[src/sv/rwvm_pkg.sv]
// Package for the recency-weighted vector memory.
// Holds payload structs, opcodes, controller states and fixed widths.
package rwvm_pkg;

  localparam int unsigned QOne = 16384;

  typedef enum logic [1:0] {
    OP_APPEND  = 2'd0,
    OP_SUMMARY = 2'd1,
    OP_CLEAR   = 2'd2,
    OP_NONE    = 2'd3
  } opcode_e;

  typedef enum logic [0:0] {
    KIND_SUMMARY = 1'b0,
    KIND_STATUS  = 1'b1
  } kind_e;

  typedef enum logic [0:0] {
    REG_VECTOR_LENGTH  = 1'b0,
    REG_STORE_CAPACITY = 1'b1
  } reg_index_e;

  typedef struct packed {
    logic [1:0]         opcode;
    logic signed [15:0] element_value;
    logic signed [15:0] strength_value;
    logic               final_element;
  } in_item_t;

  typedef struct packed {
    logic               result_kind;
    logic signed [15:0] summary_value;
    logic               append_status;
    logic               last_result;
  } out_item_t;

  typedef enum logic [3:0] {
    ST_IDLE,
    ST_TOT,     // sum weights over stored vectors
    ST_TOTW,    // drain last weight product
    ST_DIM,     // start of one dimension
    ST_ACC,     // multiply-accumulate over stored vectors
    ST_ACCW,    // drain pipeline
    ST_DIV,     // restoring division
    ST_EMIT
  } state_e;

  // Controller to datapath commands
  typedef struct packed {
    logic take;       // latch input item
    logic tot_clr;
    logic tot_step;   // advance over stored vectors for total
    logic acc_clr;
    logic acc_step;   // advance over stored vectors for dimension
    logic div_start;
    logic div_step;
    logic emit_sum;
    logic dim_next;
  } cmd_t;

  // Datapath to controller status
  typedef struct packed {
    logic walk_done;  // index reached stored count
    logic div_done;
    logic dim_last;
    logic tot_zero;
  } stat_t;

endpackage

[src/sv/rwvm_ctrl.sv]
// Controller state machine for the recency-weighted vector memory.
// Depends on rwvm_pkg; drives cmd_t into rwvm_dp and reads stat_t.
module rwvm_ctrl import rwvm_pkg::*; (
  input  logic     clk_i,
  input  logic     rst_ni,
  input  logic     start_i,
  input  in_item_t in_i,
  input  stat_t    stat_i,
  output logic     busy_o,
  output cmd_t     cmd_o
);

  state_e state_q, state_d;
  logic   pipe_q, pipe_d;  // drain flag, set once a drain state has been entered

  // state register
  always_ff @(posedge clk_i or negedge rst_ni) begin
    if (!rst_ni) begin
      state_q <= ST_IDLE;
      pipe_q  <= 1'b0;
    end else begin
      state_q <= state_d;
      pipe_q  <= pipe_d;
    end
  end

  // next state
  always_comb begin
    state_d = state_q;
    pipe_d  = 1'b0;
    case (state_q)
      ST_IDLE: begin
        if (start_i && in_i.opcode == OP_SUMMARY) state_d = ST_TOT;
      end
      ST_TOT:  if (stat_i.walk_done) state_d = ST_TOTW;
      ST_TOTW: begin
        pipe_d = 1'b1;
        if (pipe_q) state_d = ST_DIM;
      end
      ST_DIM:  state_d = stat_i.tot_zero ? ST_EMIT : ST_ACC;
      ST_ACC:  if (stat_i.walk_done) state_d = ST_ACCW;
      ST_ACCW: begin
        pipe_d = 1'b1;
        if (pipe_q) state_d = ST_DIV;
      end
      ST_DIV:  if (stat_i.div_done) state_d = ST_EMIT;
      ST_EMIT: state_d = stat_i.dim_last ? ST_IDLE : ST_DIM;
      default: state_d = ST_IDLE;
    endcase
  end

  // outputs
  always_comb begin
    cmd_o = '0;
    busy_o = (state_q != ST_IDLE);
    case (state_q)
      ST_IDLE: begin
        cmd_o.take    = start_i;
        cmd_o.tot_clr = 1'b1;
      end
      ST_TOT:  cmd_o.tot_step = !stat_i.walk_done;
      ST_DIM:  cmd_o.acc_clr = 1'b1;
      ST_ACC:  cmd_o.acc_step = !stat_i.walk_done;
      ST_ACCW: cmd_o.div_start = pipe_q;
      ST_DIV:  cmd_o.div_step = 1'b1;
      ST_EMIT: begin
        cmd_o.emit_sum = 1'b1;
        cmd_o.dim_next = 1'b1;
      end
      default: cmd_o = '0;
    endcase
  end

endmodule

[config.mk]
export PLATFORM = sky130hd
export DESIGN_NAME = rwvm_ctrl
export DESIGN_NICKNAME = d
export VERILOG_FILES = /design/src/sv/rwvm_pkg.sv /design/src/sv/rwvm_ctrl.sv
export SDC_FILE = /design/constraint.sdc
export NUM_CORES = 1
export LEC_CHECK = 0
export ABC_AREA = 1
export BUFFER_PORTS_ARGS = -buffer_cell sky130_fd_sc_hd__clkbuf_2
export CAP_MARGIN = 15
export CORE_UTILIZATION = 27
export DETAILED_ROUTE_END_ITERATION = 6
export PLACE_DENSITY = 0.74
export SYNTH_ARGS = -nofsm -noshare
export SYNTH_HDL_FRONTEND = slang
export SYNTH_SLANG_ARGS = --single-unit
[constraint.sdc]
create_clock -name clk_i -period 1.1 [get_ports clk_i]
set_input_delay 0.22 -clock clk_i [delete_from_list [all_inputs] [get_ports clk_i]]
set_output_delay 0.22 -clock clk_i [all_outputs]
set_load 0.02 [all_outputs]
==> flow_summary.yaml <==
power_and_ir_drop:
  vdd_drop_max_mv: 1.19
  power_density_nw_per_um2: 3220
  total_power_mw: 2.69
  total_leakage_power_nw: 0.429
yosys:
  synth_top_area_cell: "dfrtp_1"
  synth_fp_nets: 101
  ys_seq_area_frac: 0.251
  syn_area_per_cell_um2: 6.76
  ys.flop_type: "dfrtp_1"
  ys_top_cells_by_count: "nand2_1, inv_1, nand3_1"
  async_flop_share: 1.00
  synth_cells: 59
  netlist_area_um2: 399
  ys_warn_count: 0
  yosys-top-cells-area: "dfrtp_1, nand2_1, nand3_1, inv_1, nand2_2"
  synth_edf_count: 0
  synth_top_area_frac: 0.251
  yosysMostFrequentCell: "nand2_1"
  ys_types: 17
  yosys_register_bits: 4
cells_and_area:
  nNetsFinal: 140
  postLayoutCoreUtil: 0.628
  area_growth_pct: 110
  diodes: 0
  num-fill-cells: 105
  drive_above_1_share: 0.656
clock_network:
  htree_levels: 1
  cts_root_buf: "clkbuf_4"
  clk_latency_ns: 0.24
  clock-sinks: 4
  cts_made_buffers: 3
  clk_path_buf_depth: 2
  cts_tree: "yes"
  path_clk_slew_ns: 0.04
floorplanning:
  chipHeight_um: 40.5
  rows: 13
  initial_utilization: 0.299
  ios: 52
  die_area_um2: 1640
  core-area_um2: 1330
  die_x_um: 40.5
critical_path:
  crit_fanout: 4
  crit_type: "reg -> out"
  r2r-start: "state_q[1]"
  timing.rr.end: "state_q[1]"
  cp-start-kind: "register"
  worstRegToRegCells: 10
  rrSetupSlack_ns: -0.29
  arrival_ns: 1.29
  crit_required_ns: 0.88
  end_kind: "output port"
timing:
  setup_viol: 12
  fin_worst_skew_ns: 0.00221
  min_period_ns: 1.51
  hold_viol: 0
  rsz0062_at_grt: "true"
  max_slew.worst_pin.slew_ns: 0.211
  tns_ns: -3.69
  slew_viol_final: 0
  fmaxAchievable_mhz: 662
  finalCritPeriodShare: 1.37
  timing.final.ws_setup_ns: -0.411
  fin_hold_ws_ns: 0.324
  slew_headroom: 0.859
outcome:
  outcome: "finished, violations left"
  violations: "negative setup slack"
drt:
  drt_wl_total_um: 1490
  ant_nets: 0
  num_vias: 549
  drc_errors: 0
  vias_per_cell: 4.95
  avgRoutedWirePerCell_um: 13.4
  dr.pass1.iters: 4
  drtIter0Drc: 18
grt:
  track_usage: 0.201
  grt_max_degree: 7
  grt_pass1_wl_um: 2040
  overflow: 0
  antenna_found_initial: 0
  grt_pass1_vias: 504
placed_design:
  dpl.hpwl_um: 768
  portBuffers: 18
  gp_congestion: 0.875
  pre_cts_slack_ns: -0.232
worst_hold_path:
  hold_class: "in -> async"
run:
  cap_violations: 0
## per-stage QoR
step / instances / instance area [um2]
2_1_floorplan: 59 / 419
3_3_place_gp: 97 / 558
3_5_place_dp: 97 / 558
4_1_cts: 107 / 736
5_1_grt: 111 / 837
6_report: 111 / 837
## cells by family (layout without fill, tap and decap cells)
group                     Yosys count  count (layout)  synth area share
and+or+nand+nor                    39              39             0.523
xor gates and xnor gates            1               1            0.0219
AOI/OAI and AO/OA                   1               1            0.0125
DFF                                 4               4             0.251
buffers and inverters              14              51             0.191
## metal layers
layer  global-route usage  vias to the layer above  wire (um)
met3               0.0389                        2         41
met5                    0                        -          0
met4                0.142                        0         16
met2                0.385                       16        896
met1                0.184                      276        533
li1                     -                      255          -
## sequential cells by signal, indices dropped and copies added, names as in the netlist
name	cells
state_q	3
pipe_q	1
## timing repair
action                                  4_1_cts  5_1_grt
buffers inserted                              6        4
endpoints found under the hold margin         4        0
pin swaps                                     4        5
hold buffers                                  1        0
endpoints found under the setup margin       13       14
gates resized for setup                      24       20
## cell usage in the layout, fill, tap and decap left out, types with 2 or more instances in the layout
cell      count
nand2_2       4
buf_12        2
clkbuf_4      3
nor2_1        3
buf_8         6
nor2_4        8
dfrtp_1       2
nand2_4       4
nand2_1       8
dfrtp_2       2
inv_4         3
buf_6         4
buf_4        15
clkbuf_2      8
nand3_1       6
nand4_1       3
inv_1         7
## power breakdown
part           total (mW)  switching (mW)  internal, mW
Sequential          0.369           0.136         0.233
Clock               0.190          0.0677         0.123
Combinational        2.13            1.07          1.06
## worst max-delay path by stage
| stage | startpoint | endpoint | slack, ns | cells past startpoint |
|---|---|---|---|---|
| after global placement | state_q[1] | cmd_o[8] | -0.20 | 6 |
| after detailed placement | state_q[1] | cmd_o[8] | -0.23 | 6 |
| final | state_q[1] | cmd_o[8] | -0.41 | 6 |
| after CTS | state_q[1] | cmd_o[8] | -0.34 | 6 |
| after floorplan | state_q[0] | cmd_o[8] | -0.17 | 5 |
| after global routing | state_q[1] | cmd_o[8] | -0.44 | 6 |
## final cells by class
| cell class | instances | area (um2) | area share |
|---|---|---|---|
| Sequential cell | 4 | 103 | 0.123 |
| Tap cell | 15 | 18.8 | 0.0224 |
| Timing Repair Buffer | 37 | 352 | 0.420 |
| Clock buffer | 3 | 22.5 | 0.0269 |
| Inverter | 11 | 53.8 | 0.0643 |
| Multi-Input combinational cell | 41 | 288 | 0.344 |
## worst max-delay path: stages, from the launching register on
cell and delay [ns]:
dfrtp_2 0.46, clkinv_4 0.08, nand2_4 0.05, nor2_4 0.17
inv_4 0.06, nor2_4 0.10, buf_8 0.12
Power figures use the tool's default switching activity.
